--- src/hw/rtl/pls_pkg.sv ---
// Shared types and codes for the positional list store.
package pls_pkg;

  localparam int unsigned WordW = 32;
  localparam int unsigned KindW = 3;
  localparam int unsigned PosW  = 5;
  localparam int unsigned LenW  = 5;
  localparam int unsigned StatW = 2;

  typedef enum logic [KindW-1:0] {
    KIND_INS_FIRST = 3'd0,
    KIND_INS_LAST  = 3'd1,
    KIND_INS_AT    = 3'd2,
    KIND_DEL_FIRST = 3'd3,
    KIND_DEL_LAST  = 3'd4,
    KIND_DEL_AT    = 3'd5,
    KIND_DUMP      = 3'd6,
    KIND_NOP       = 3'd7
  } kind_t;

  typedef enum logic [StatW-1:0] {
    STAT_OK     = 2'd0,
    STAT_BADPOS = 2'd1,
    STAT_FULL   = 2'd2,
    STAT_EMPTY  = 2'd3
  } status_t;

  // What every cell of the chain does in a cycle.
  typedef enum logic [1:0] {
    OP_HOLD   = 2'd0,
    OP_INSERT = 2'd1,
    OP_REMOVE = 2'd2,
    OP_ROTATE = 2'd3
  } cell_op_t;

  typedef enum logic {
    ST_IDLE = 1'b0,
    ST_DUMP = 1'b1
  } ctrl_state_t;

endpackage

--- src/hw/rtl/pls_cell.sv ---
// One word cell of the shifting list chain.
module pls_cell #(
  parameter int unsigned IDX_W = 4,
  parameter int unsigned INDEX = 0
) (
  input  logic                              clk,
  input  pls_pkg::cell_op_t                 op,
  input  logic [IDX_W-1:0]                  idx,
  input  logic [IDX_W-1:0]                  last_idx,
  input  logic signed [pls_pkg::WordW-1:0]  value,
  input  logic signed [pls_pkg::WordW-1:0]  prev_word,
  input  logic signed [pls_pkg::WordW-1:0]  next_word,
  input  logic signed [pls_pkg::WordW-1:0]  head_word,
  output logic signed [pls_pkg::WordW-1:0]  word
);

  localparam logic [IDX_W-1:0] MyIdx = IDX_W'(INDEX);

  logic signed [pls_pkg::WordW-1:0] word_next;

  always_comb begin
    word_next = word;
    unique case (op)
      pls_pkg::OP_INSERT: begin
        if (MyIdx > idx) begin
          word_next = prev_word;
        end else if (MyIdx == idx) begin
          word_next = value;
        end
      end
      pls_pkg::OP_REMOVE: begin
        if (MyIdx >= idx) begin
          word_next = next_word;
        end
      end
      // The tail takes the head back so the list is whole after a full turn.
      pls_pkg::OP_ROTATE: begin
        if (MyIdx == last_idx) begin
          word_next = head_word;
        end else begin
          word_next = next_word;
        end
      end
      pls_pkg::OP_HOLD: word_next = word;
      default: word_next = word;
    endcase
  end

  always_ff @(posedge clk) begin
    word <= word_next;
  end

endmodule

--- src/hw/rtl/pls_ctrl.sv ---
// Operation decode, occupancy count, dump sequencer and result register.
module pls_ctrl #(
  parameter int unsigned DEPTH = 16,
  parameter int unsigned IDX_W = 4,
  parameter int unsigned OCC_W = 5
) (
  input  logic                              clk,
  input  logic                              rst,
  input  logic                              item_valid,
  output logic                              item_stall,
  input  logic [pls_pkg::KindW-1:0]         kind,
  input  logic [pls_pkg::PosW-1:0]          position,
  output logic                              result_valid,
  input  logic                              result_stall,
  output logic signed [pls_pkg::WordW-1:0]  entry,
  output logic [pls_pkg::LenW-1:0]          length,
  output logic [pls_pkg::StatW-1:0]         status,
  output logic                              last,
  input  logic signed [pls_pkg::WordW-1:0]  head_word,
  output pls_pkg::cell_op_t                 cell_op,
  output logic [IDX_W-1:0]                  cell_idx,
  output logic [IDX_W-1:0]                  cell_last_idx
);

  localparam int unsigned CMP_W = ((OCC_W > pls_pkg::PosW) ? OCC_W : pls_pkg::PosW) + 1;
  localparam logic [OCC_W-1:0] Full = OCC_W'(DEPTH);

  pls_pkg::ctrl_state_t state, state_next;
  logic [OCC_W-1:0] occ, occ_next;
  logic [OCC_W-1:0] remain, remain_next;

  logic slot_free;
  logic accept;
  logic load;
  logic signed [pls_pkg::WordW-1:0] entry_next;
  logic [OCC_W-1:0] len_next;
  pls_pkg::status_t status_next;
  logic last_next;

  logic [CMP_W-1:0] pos_ext;
  logic [CMP_W-1:0] occ_ext;
  logic [CMP_W-1:0] pos_m1;
  logic [OCC_W-1:0] occ_m1;
  logic pos_nonzero;
  pls_pkg::kind_t kind_op;

  assign slot_free   = !result_valid || !result_stall;
  assign kind_op     = pls_pkg::kind_t'(kind);
  assign pos_ext     = CMP_W'(position);
  assign occ_ext     = CMP_W'(occ);
  assign pos_m1      = pos_ext - CMP_W'(1);
  assign occ_m1      = occ - OCC_W'(1);
  assign pos_nonzero = (position != '0);
  assign accept      = item_valid && !item_stall;

  // Next state.
  always_comb begin
    state_next = state;
    unique case (state)
      pls_pkg::ST_IDLE: begin
        // A one-word dump is finished with its first result.
        if (accept && kind_op == pls_pkg::KIND_DUMP && occ > OCC_W'(1)) begin
          state_next = pls_pkg::ST_DUMP;
        end
      end
      pls_pkg::ST_DUMP: begin
        if (slot_free && remain == OCC_W'(1)) begin
          state_next = pls_pkg::ST_IDLE;
        end
      end
      default: state_next = pls_pkg::ST_IDLE;
    endcase
  end

  // Outputs, cell commands and result contents.
  always_comb begin
    item_stall    = 1'b1;
    load          = 1'b0;
    entry_next    = '0;
    len_next      = occ;
    status_next   = pls_pkg::STAT_OK;
    last_next     = 1'b1;
    occ_next      = occ;
    remain_next   = remain;
    cell_op       = pls_pkg::OP_HOLD;
    cell_idx      = '0;
    cell_last_idx = IDX_W'(occ_m1);
    unique case (state)
      pls_pkg::ST_IDLE: begin
        item_stall = !slot_free;
        if (accept) begin
          load = 1'b1;
          unique case (kind_op)
            pls_pkg::KIND_INS_FIRST, pls_pkg::KIND_INS_LAST, pls_pkg::KIND_INS_AT: begin
              if (kind_op == pls_pkg::KIND_INS_AT &&
                  (!pos_nonzero || pos_ext > occ_ext + CMP_W'(1))) begin
                status_next = pls_pkg::STAT_BADPOS;
              end else if (occ == Full) begin
                status_next = pls_pkg::STAT_FULL;
              end else begin
                cell_op  = pls_pkg::OP_INSERT;
                occ_next = occ + OCC_W'(1);
                len_next = occ_next;
                if (kind_op == pls_pkg::KIND_INS_LAST) begin
                  cell_idx = IDX_W'(occ);
                end else if (kind_op == pls_pkg::KIND_INS_AT) begin
                  cell_idx = IDX_W'(pos_m1);
                end
              end
            end
            pls_pkg::KIND_DEL_FIRST, pls_pkg::KIND_DEL_LAST, pls_pkg::KIND_DEL_AT: begin
              if (occ == '0) begin
                status_next = pls_pkg::STAT_EMPTY;
              end else if (kind_op == pls_pkg::KIND_DEL_AT &&
                           (!pos_nonzero || pos_ext > occ_ext)) begin
                status_next = pls_pkg::STAT_BADPOS;
              end else begin
                cell_op  = pls_pkg::OP_REMOVE;
                occ_next = occ_m1;
                len_next = occ_next;
                if (kind_op == pls_pkg::KIND_DEL_LAST) begin
                  cell_idx = IDX_W'(occ_m1);
                end else if (kind_op == pls_pkg::KIND_DEL_AT) begin
                  cell_idx = IDX_W'(pos_m1);
                end
              end
            end
            pls_pkg::KIND_DUMP: begin
              if (occ == '0) begin
                status_next = pls_pkg::STAT_EMPTY;
              end else begin
                // First word goes out now; the rest stream from the chain.
                entry_next  = head_word;
                last_next   = (occ == OCC_W'(1));
                cell_op     = pls_pkg::OP_ROTATE;
                remain_next = occ_m1;
              end
            end
            default: ;
          endcase
        end
      end
      pls_pkg::ST_DUMP: begin
        if (slot_free) begin
          load        = 1'b1;
          entry_next  = head_word;
          last_next   = (remain == OCC_W'(1));
          cell_op     = pls_pkg::OP_ROTATE;
          remain_next = remain - OCC_W'(1);
        end
      end
      default: ;
    endcase
  end

  always_ff @(posedge clk) begin
    if (rst) begin
      state        <= pls_pkg::ST_IDLE;
      occ          <= '0;
      remain       <= '0;
      result_valid <= 1'b0;
    end else begin
      state  <= state_next;
      occ    <= occ_next;
      remain <= remain_next;
      if (load) begin
        result_valid <= 1'b1;
      end else if (!result_stall) begin
        result_valid <= 1'b0;
      end
    end
  end

  always_ff @(posedge clk) begin
    if (load) begin
      entry  <= entry_next;
      length <= pls_pkg::LenW'(len_next);
      status <= status_next;
      last   <= last_next;
    end
  end

endmodule

--- src/hw/rtl/positional_list_store_core.sv ---
// Top level of the positional list store: controller and word cell chain.
// Holds an ordered list of up to DEPTH signed words in a chain of cells, first word in
// cell 0. On an insert or delete every cell picks
// its own word, its left or right neighbor's word or the new value in the same clock, so
// a positional insert or delete moves the whole tail at once. A dump of n words gives n
// results, one per cycle while the result side takes them; the chain rotates one place
// per result and is back in order after the last one, and no item is accepted during a
// dump. A new item is accepted whenever the result register is empty or being taken.
// The length field carries the low five bits of the occupancy.
module positional_list_store_core #(
  parameter int unsigned DEPTH = 16
) (
  input  logic                              clk,
  input  logic                              rst,
  input  logic                              item_valid,
  output logic                              item_stall,
  input  logic [pls_pkg::KindW-1:0]         kind,
  input  logic signed [pls_pkg::WordW-1:0]  value,
  input  logic [pls_pkg::PosW-1:0]          position,
  output logic                              result_valid,
  input  logic                              result_stall,
  output logic signed [pls_pkg::WordW-1:0]  entry,
  output logic [pls_pkg::LenW-1:0]          length,
  output logic [pls_pkg::StatW-1:0]         status,
  output logic                              last
);

  localparam int unsigned IDX_W = $clog2(DEPTH);
  localparam int unsigned OCC_W = $clog2(DEPTH + 1);

  pls_pkg::cell_op_t cell_op;
  logic [IDX_W-1:0] cell_idx;
  logic [IDX_W-1:0] cell_last_idx;
  logic signed [pls_pkg::WordW-1:0] words [DEPTH];

  pls_ctrl #(
    .DEPTH(DEPTH),
    .IDX_W(IDX_W),
    .OCC_W(OCC_W)
  ) u_ctrl (
    .clk          (clk),
    .rst          (rst),
    .item_valid   (item_valid),
    .item_stall   (item_stall),
    .kind         (kind),
    .position     (position),
    .result_valid (result_valid),
    .result_stall (result_stall),
    .entry        (entry),
    .length       (length),
    .status       (status),
    .last         (last),
    .head_word    (words[0]),
    .cell_op      (cell_op),
    .cell_idx     (cell_idx),
    .cell_last_idx(cell_last_idx)
  );

  for (genvar i = 0; i < DEPTH; i++) begin : g_cell
    logic signed [pls_pkg::WordW-1:0] prev_w;
    logic signed [pls_pkg::WordW-1:0] next_w;

    if (i == 0) begin : g_first
      assign prev_w = words[i];
    end else begin : g_mid_prev
      assign prev_w = words[i-1];
    end

    if (i == DEPTH - 1) begin : g_tail
      assign next_w = words[i];
    end else begin : g_mid_next
      assign next_w = words[i+1];
    end

    pls_cell #(
      .IDX_W(IDX_W),
      .INDEX(i)
    ) u_cell (
      .clk      (clk),
      .op       (cell_op),
      .idx      (cell_idx),
      .last_idx (cell_last_idx),
      .value    (value),
      .prev_word(prev_w),
      .next_word(next_w),
      .head_word(words[0]),
      .word     (words[i])
    );
  end

endmodule

--- config.mk ---
export PLATFORM = sky130hd
export DESIGN_NAME = positional_list_store_core
export DESIGN_NICKNAME = d
export VERILOG_FILES = /design/src/hw/rtl/pls_pkg.sv /design/src/hw/rtl/pls_cell.sv /design/src/hw/rtl/pls_ctrl.sv /design/src/hw/rtl/positional_list_store_core.sv
export SDC_FILE = /design/constraint.sdc
export NUM_CORES = 2
export LEC_CHECK = 0
export ABC_AREA = 1
export BUFFER_PORTS_ARGS = -buffer_cell sky130_fd_sc_hd__buf_2
export CORE_UTILIZATION = 54
export CTS_BUF_LIST = sky130_fd_sc_hd__clkbuf_8 sky130_fd_sc_hd__clkbuf_16
export CTS_CLUSTER_DIAMETER = 30
export DETAILED_ROUTE_END_ITERATION = 16
export PLACE_DENSITY = 0.7
export SLEW_MARGIN = 0
export SYNTH_ARGS = -nofsm -noshare
export SYNTH_HDL_FRONTEND = slang
export SYNTH_SLANG_ARGS = --single-unit
--- constraint.sdc ---
create_clock -name clk -period 8.5 [get_ports clk]
set_input_delay 1.7 -clock clk [delete_from_list [all_inputs] [get_ports clk]]
set_output_delay 1.7 -clock clk [all_outputs]
set_load 0.02 [all_outputs]
==> Yosys cells after proc, flatten, opt, wreduce, memory -nomap -nowiden <==
Index checks and enable logic that the tools add are counted.
{ "op_classes": {"n_eq_ne": 81, "n_bitwise": 4, "n_div": 0, "n_mux": 136, "mul": 0, "addsub": 5, "shifts": 0, "magnitude_cmp": 34, "reduce_logical": 41} }
{ "op_table": {"columns": ["cell", "n"], "rows": [
  ["two-way mux 32 bit", 67],
  ["one-hot mux 32 bit (3 select lines)", 15],
  ["one-hot mux 32 bit (2 select lines)", 2],
  ["equality test 4 bit (first input constant)", 16],
  ["two-way mux 5 bit", 10],
  ["inequality test 3 x 1 -> 1 bit (second input constant)", 15],
  ["AND reduction 3 bit", 15],
  ["two-way mux 4 bit", 10],
  ["inequality test 2 x 1 -> 1 bit (second input constant)", 20],
  ["equality test 3 x 4 -> 1 bit (first input constant)", 8],
  ["greater-than comparator 4 bit (first input constant)", 8],
  [">= comparator 4 bit (first input constant)", 7],
  ["two-way mux 2 bit", 10],
  ["one-hot mux 5 bit (2 select lines)", 2],
  ["equality test 2 x 4 -> 1 bit (first input constant)", 4],
  [">= comparator 3 x 4 -> 1 bit (first input constant)", 4],
  ["greater-than comparator 3 x 4 -> 1 bit (first input constant)", 4],
  ["two-way mux 1 bit", 13],
  ["one-hot mux 2 bit (3 select lines)", 2],
  ["equality test 5 x 1 -> 1 bit (second input constant)", 2],
  ["subtractor 5 x 1 -> 5 bit (second input constant)", 2],
  ["equality test 3 bit (second input constant)", 3],
  ["equality test 1 x 4 -> 1 bit (first input constant)", 2],
  [">= comparator 1 x 4 -> 1 bit (first input constant)", 2],
  ["other kinds (31)", 58]
]} }
{ "word_totals": {"memories": 0, "out_inout_bits": 42, "input_bits": 44, "reg_bits": 564, "word_cells": 325, "mem_bits_rw": 0, "rom_bits": 0, "latch_bits": 0} }

==> Longest topological paths before layout <==
{ "depth": {"word_depth": 13, "depth_mapped": 25, "ltp_nobuf": 22} }

==> Cells and area by module <==
From an unflattened synthesis, not the netlist that was laid out.
{ "hier_totals": {"hier_cells": 6669, "area_unflattened_um2": 44951.9} }
{ "modules_own_cells": {"columns": ["module", "area_each_um2", "instances", "seq_area_each_um2", "cells_per_inst"], "rows": [
  ["pls_ctrl", 3174.3, 1, 1441.4, 388],
  ["pls_cell (g_cell[1].u_cell)", 3041.7, 1, 960.9, 514],
  ["pls_cell (g_cell[4].u_cell)", 3041.7, 1, 960.9, 487],
  ["pls_cell (g_cell[13].u_cell)", 2791.4, 1, 960.9, 428],
  ["pls_cell (g_cell[2].u_cell)", 2745.1, 1, 960.9, 394],
  ["pls_cell (g_cell[6].u_cell)", 2737.6, 1, 960.9, 393],
  ["pls_cell (g_cell[12].u_cell)", 2710.1, 1, 960.9, 427],
  ["pls_cell (g_cell[14].u_cell)", 2647.5, 1, 960.9, 407],
  ["pls_cell (g_cell[8].u_cell)", 2641.3, 1, 960.9, 423],
  ["pls_cell (g_cell[15].u_cell)", 2640.0, 1, 960.9, 429],
  ["pls_cell (g_cell[3].u_cell)", 2635.0, 1, 960.9, 380],
  ["pls_cell (g_cell[10].u_cell)", 2431.1, 1, 960.9, 368],
  ["pls_cell (g_cell[7].u_cell)", 2391.0, 1, 960.9, 327],
  ["pls_cell (g_cell[0].u_cell)", 2371.0, 1, 960.9, 318],
  ["+3 rows", null, null, null, null]
]} }

==> Worst setup path after synthesis <==
OpenSTA, ideal clock, no wires.
{ "synth_timing": {"path_kind": "in2reg", "start": "input port position[4] (netlist name)", "end": "register g_cell[6].u_cell.word[0] (netlist name) (enable)", "path_buffers": 2, "setup_slack_ns": 2.358, "path_stages": 17, "t_required_ns": 8.034, "setup_ns": 0.466, "arrival_time_ns": 5.676, "cell_sequence": "ha_1 -> nand2_1 -> nor2_1 -> nand2_1 -> nand3_1 -> nand2_1 -> nand2_1 -> nand2_1 -> nand2_1 -> inv_1 -> nand2_1 -> nand2_2 -> nand2_2 -> nand2_2 -> buf_4 -> buf_2 -> o21ai_0"} }
{ "synth_via": {"elab_chain_cells": 12, "elab_cells_between_ends": 30, "classes_between": "4 x order compare; 5 x eq/ne; 12 x mux; 1 x bitwise; 8 x reduce/logical"} }
{ "synth_rtl": {"columns": ["element", "line_no", "text"], "rows": [
  ["start: declaration", "positional_list_store_core.sv:19", "input logic [pls_pkg::PosW-1:0] position,"],
  ["parallel branches: the longest is 11 deep, another holds greater-than comparator 5 bit", null, null],
  ["AND reduction 3 bit (no source line) *", null, null],
  ["end signal: assignment", "pls_cell.sv:50", "word <= word_next;"],
  ["end: declaration", "pls_cell.sv:14", "output logic signed [pls_pkg::WordW-1:0] word"]
]} }
Every way passes the cells marked *.
A chain may end at the register's enable or synchronous reset.

==> Worst setup path after layout <==
{ "layout_timing": {"start": "register u_ctrl.occ[0]", "end": "register g_cell[9].u_cell.word[29] (netlist name) (enable)"} }
{ "layout_via": {"elab_chain_cells": 11, "elab_cells_between_ends": 37, "classes_between": "2 x add/sub; 4 x order compare; 6 x eq/ne; 17 x mux; 1 x bitwise; 7 x reduce/logical"} }
{ "layout_rtl": {"columns": ["element", "line_no", "text"], "rows": [
  ["start: declaration", "pls_ctrl.sv:29", "logic [OCC_W-1:0] occ, occ_next;"],
  ["start signal: assignment", "pls_ctrl.sv:164", "occ <= occ_next;"],
  ["adder 5 x 1 -> 6 bit / greater-than comparator 5 bit (equally long branches)", "pls_ctrl.sv:96, pls_ctrl.sv:115", null],
  ["greater-than comparator 5 x 6 -> 1 bit / logical OR 1 bit (equally long branches)", "pls_ctrl.sv:96, pls_ctrl.sv:115", null],
  ["logical OR 1 bit / logical AND 1 bit (equally long branches)", "pls_ctrl.sv:96, pls_ctrl.sv:114", null],
  ["logical AND 1 bit, or another cell as far along", "pls_ctrl.sv:95", "if (kind_op == pls_pkg::KIND_INS_AT &&"],
  ["two-way mux 4 bit, or another cell as far along", "pls_ctrl.sv:95", null],
  ["one-hot mux 4 bit (2 select lines) / one-hot mux 2 bit (3 select lines) (equally long branches)", "pls_ctrl.sv:93", "unique case (kind_op)"],
  ["two-way mux 4 bit / two-way mux 2 bit (equally long branches)", "pls_ctrl.sv:91", "if (accept) begin"],
  ["two-way mux 4 bit / one-hot mux 2 bit (2 select lines) (equally long branches)", "pls_ctrl.sv:88", "unique case (state)"],
  ["greater-than comparator 4 bit, or another cell as far along", "pls_cell.sv:25", "if (MyIdx > idx) begin"],
  ["inequality test 3 x 1 -> 1 bit (no source line), or another cell as far along", null, null],
  ["AND reduction 3 bit (no source line) *", null, null],
  ["end signal: assignment", "pls_cell.sv:50", null],
  ["end: declaration", "pls_cell.sv:14", null]
]} }
Every way passes the cells marked *; elsewhere a longest branch is shown, timed or not.

==> qor.yml <==
final_util: 0.636
clockBufferDepth: 3
worstSetupPathType: "flop to flop"
num-fill-cells: 5799
async_flop_share: 0
clkTransAtPathRegs_ns: 0.05
ant_nets: 0
synth-edff-count: 552
synth_ff_type: "edfxtp_1"
io-pin-count: 86
dieWidth_um: 262
setup_viol: 0
grt.overflow.total: 0
hold_path_class: "flop to flop"
ctsResizeCount: 0
critPathLaunchType: "flop"
syn_to_final_growth_pct: 15.5
leakage_nw: 18.5
synth_top_area_share: 0.454
finalCritPeriodShare: 0.717
wl_mm: 148
power_mw: 11.1
dpl.cell_count: 5650
postSynthNetCount: 5041
netlist_instances: 4976
die_h_um: 262
postLayoutSetupSlackWorst_ns: 2.40
dr.pass1.iters: 10
placedInstanceArea_um2: 37300
synth.top_cells.by_area: "edfxtp_1, nand2_1, nand3_1, inv_1, o21ai_0"
drt_iter0_drc: 6172
cts_tree: "yes"
root_buffer: "clkbuf_16"
via_per_inst: 6.27
post_cts_buffers: 0
syn-cell-area_um2: 36500
grt_pass1_wl_mm: 217
cp.arrival_ns: 6.42
synthSimpleGateAreaFrac: 0.311
ys_ff_latch: 564
yosys.area_share.adder: 0.00720
yosys_warnings: 0
crit_path_end_kind: "flop"
antenna_found_initial: 2
final_common_cell: "nand2_1"
muxShareOfSynthArea: 0
worst_slew_pin_slew_ns: 1.39
clock_sinks: 564
wl_per_cell_um: 25.0
vias: 37000
final_area_um2: 42200
synth_top_family_by_area: "simple AND/OR/NAND/NOR gates"
fin_tns_setup_ns: 0
grt_max_degree: 226
die_area_um2: 68700
nNetsFinal: 4994
grt_usage: 0.430
cts_buffers: 141
critical_path_required_ns: 8.82
grt_pass1_vias: 34700
crit_fanout: 32
power_per_cell_area_nw_per_um2: 264
start_util: 0.550
drive_gt1_frac: 0.0894
synthXorXnorAreaFrac: 0.00168
finalNonFillerCells: 5910
pre_cts_ws_ns: 2.23
core-area_um2: 66300
fin_skew_ns: 0.0239
min_period_ns: 6.10
port_buffers: 85
synth_compound_area_frac: 0.0927
htree_levels: 4
holdBufCountCts: 0
fmax_mhz: 164
place_congestion: 0.971
clock_latency_ns: 0.73
drc: 0
fp-row-count: 94
finalHoldViolCount: 0
fin_hold_ws_ns: 0.517
slew_violations: 0
dp_hpwl_mm: 87.7
ys_seq_area_frac: 0.461
final_cell_mix: "nand2_1, nand3_1, inv_1, edfxtp_1, o21ai_0"
grt_setup_unrepaired: "no"
synth_area_leader_cell: "edfxtp_1"
maxCapViolCount: 0
ys_types: 43
syn_avg_cell_area_um2: 7.34
status: "completed"
relSlewSlack: 0.0701
ir_drop_mv: 0.192
-- metal layers --
layer  GRT usage  part of all wire  wire, um
met5           0                 0         0
met4       0.286             0.075     11000
met3       0.128              0.16     22900
met2       0.613              0.41     60400
met1       0.566              0.36     53300
-- synthesized netlist by cell type (all sizes together) (15+ instances only) --
library cell and number:
o21ai 372, o211ai 93, ha 21, buf 191, inv 784, o22ai 35, nand2 1531, o21bai 15
a21oi 28, nand4 63, clkinv 30, edfxtp 552, nand3b 33, nor2 141, a22o 31, clkbuf 162
nand3 856
-- registers in the layout, indices dropped and copies added (netlist names) --
signal / cells
g_cell.u_cell.word: 512
u_ctrl.entry: 32
u_ctrl.length: 5
u_ctrl.occ: 5
u_ctrl.remain: 5
u_ctrl.status: 2
u_ctrl.last: 1
u_ctrl.result_valid: 1
u_ctrl.state: 1
-- critical path: stages (launching register included) --
cell and delay (ns):
dfxtp_1 0.70, inv_1 0.27, ha_1 0.43, inv_1 0.10
ha_1 0.31, nand2_1 0.06, nand2_1 0.06, nand2_1 0.05
nand2_1 0.05, nand2_1 0.04, nand2_1 0.05, nand2_1 0.05
nand2_1 0.10, nand2_2 0.16, nand2_1 0.10, nand2_1 0.16
nand2_1 0.37, nand2_1 0.82, nand2_1 0.34, inv_2 0.30
nor2_4 1.13
-- cell families after synthesis --
kind of cell | Yosys count
AO/OA/AOI/OAI | 584
buffers and inverters | 1167
AND/OR/NAND/NOR | 2633
flip-flops | 564
adder cells (fa/ha/maj) | 21
XOR/XNOR | 7
-- path summary, 6_finish.rpt --
| path | startpoint | endpoint | slack [ns] | depth (start not counted) |
|---|---|---|---|---|
| max | u_ctrl.occ[0]$_SDFF_PP0_ | g_cell[9].u_cell.word[29]$_DFFE_PP_ | 2.40 | 20 |
| min | u_ctrl.remain[2]$_SDFFE_PP0P_ | u_ctrl.remain[2]$_SDFFE_PP0P_ | 0.52 | 2 |
| max reg2reg | u_ctrl.occ[0]$_SDFF_PP0_ | g_cell[9].u_cell.word[29]$_DFFE_PP_ | 2.40 | 20 |
| min reg2reg | u_ctrl.remain[2]$_SDFFE_PP0P_ | u_ctrl.remain[2]$_SDFFE_PP0P_ | 0.52 | 2 |
-- where the power goes --
part	internal, mW	switching [mW]	total (mW)
sequential	3.55	0.190	3.74
combinational	0.484	1.37	1.86
clock	3.74	1.79	5.52
-- final cells by class --
type | instances | area, um^2 | area share
antenna | 1 | 2.50 | 0.0000593
clock buffer | 146 | 3650 | 0.0866
clock inverter | 113 | 1210 | 0.0287
inverter | 814 | 3060 | 0.0726
multi-input combinational | 3245 | 15300 | 0.363
sequential | 564 | 16800 | 0.399
tap | 864 | 1080 | 0.0256
timing repair buffer | 163 | 1050 | 0.0249
Power figures use the tool's default switching activity.
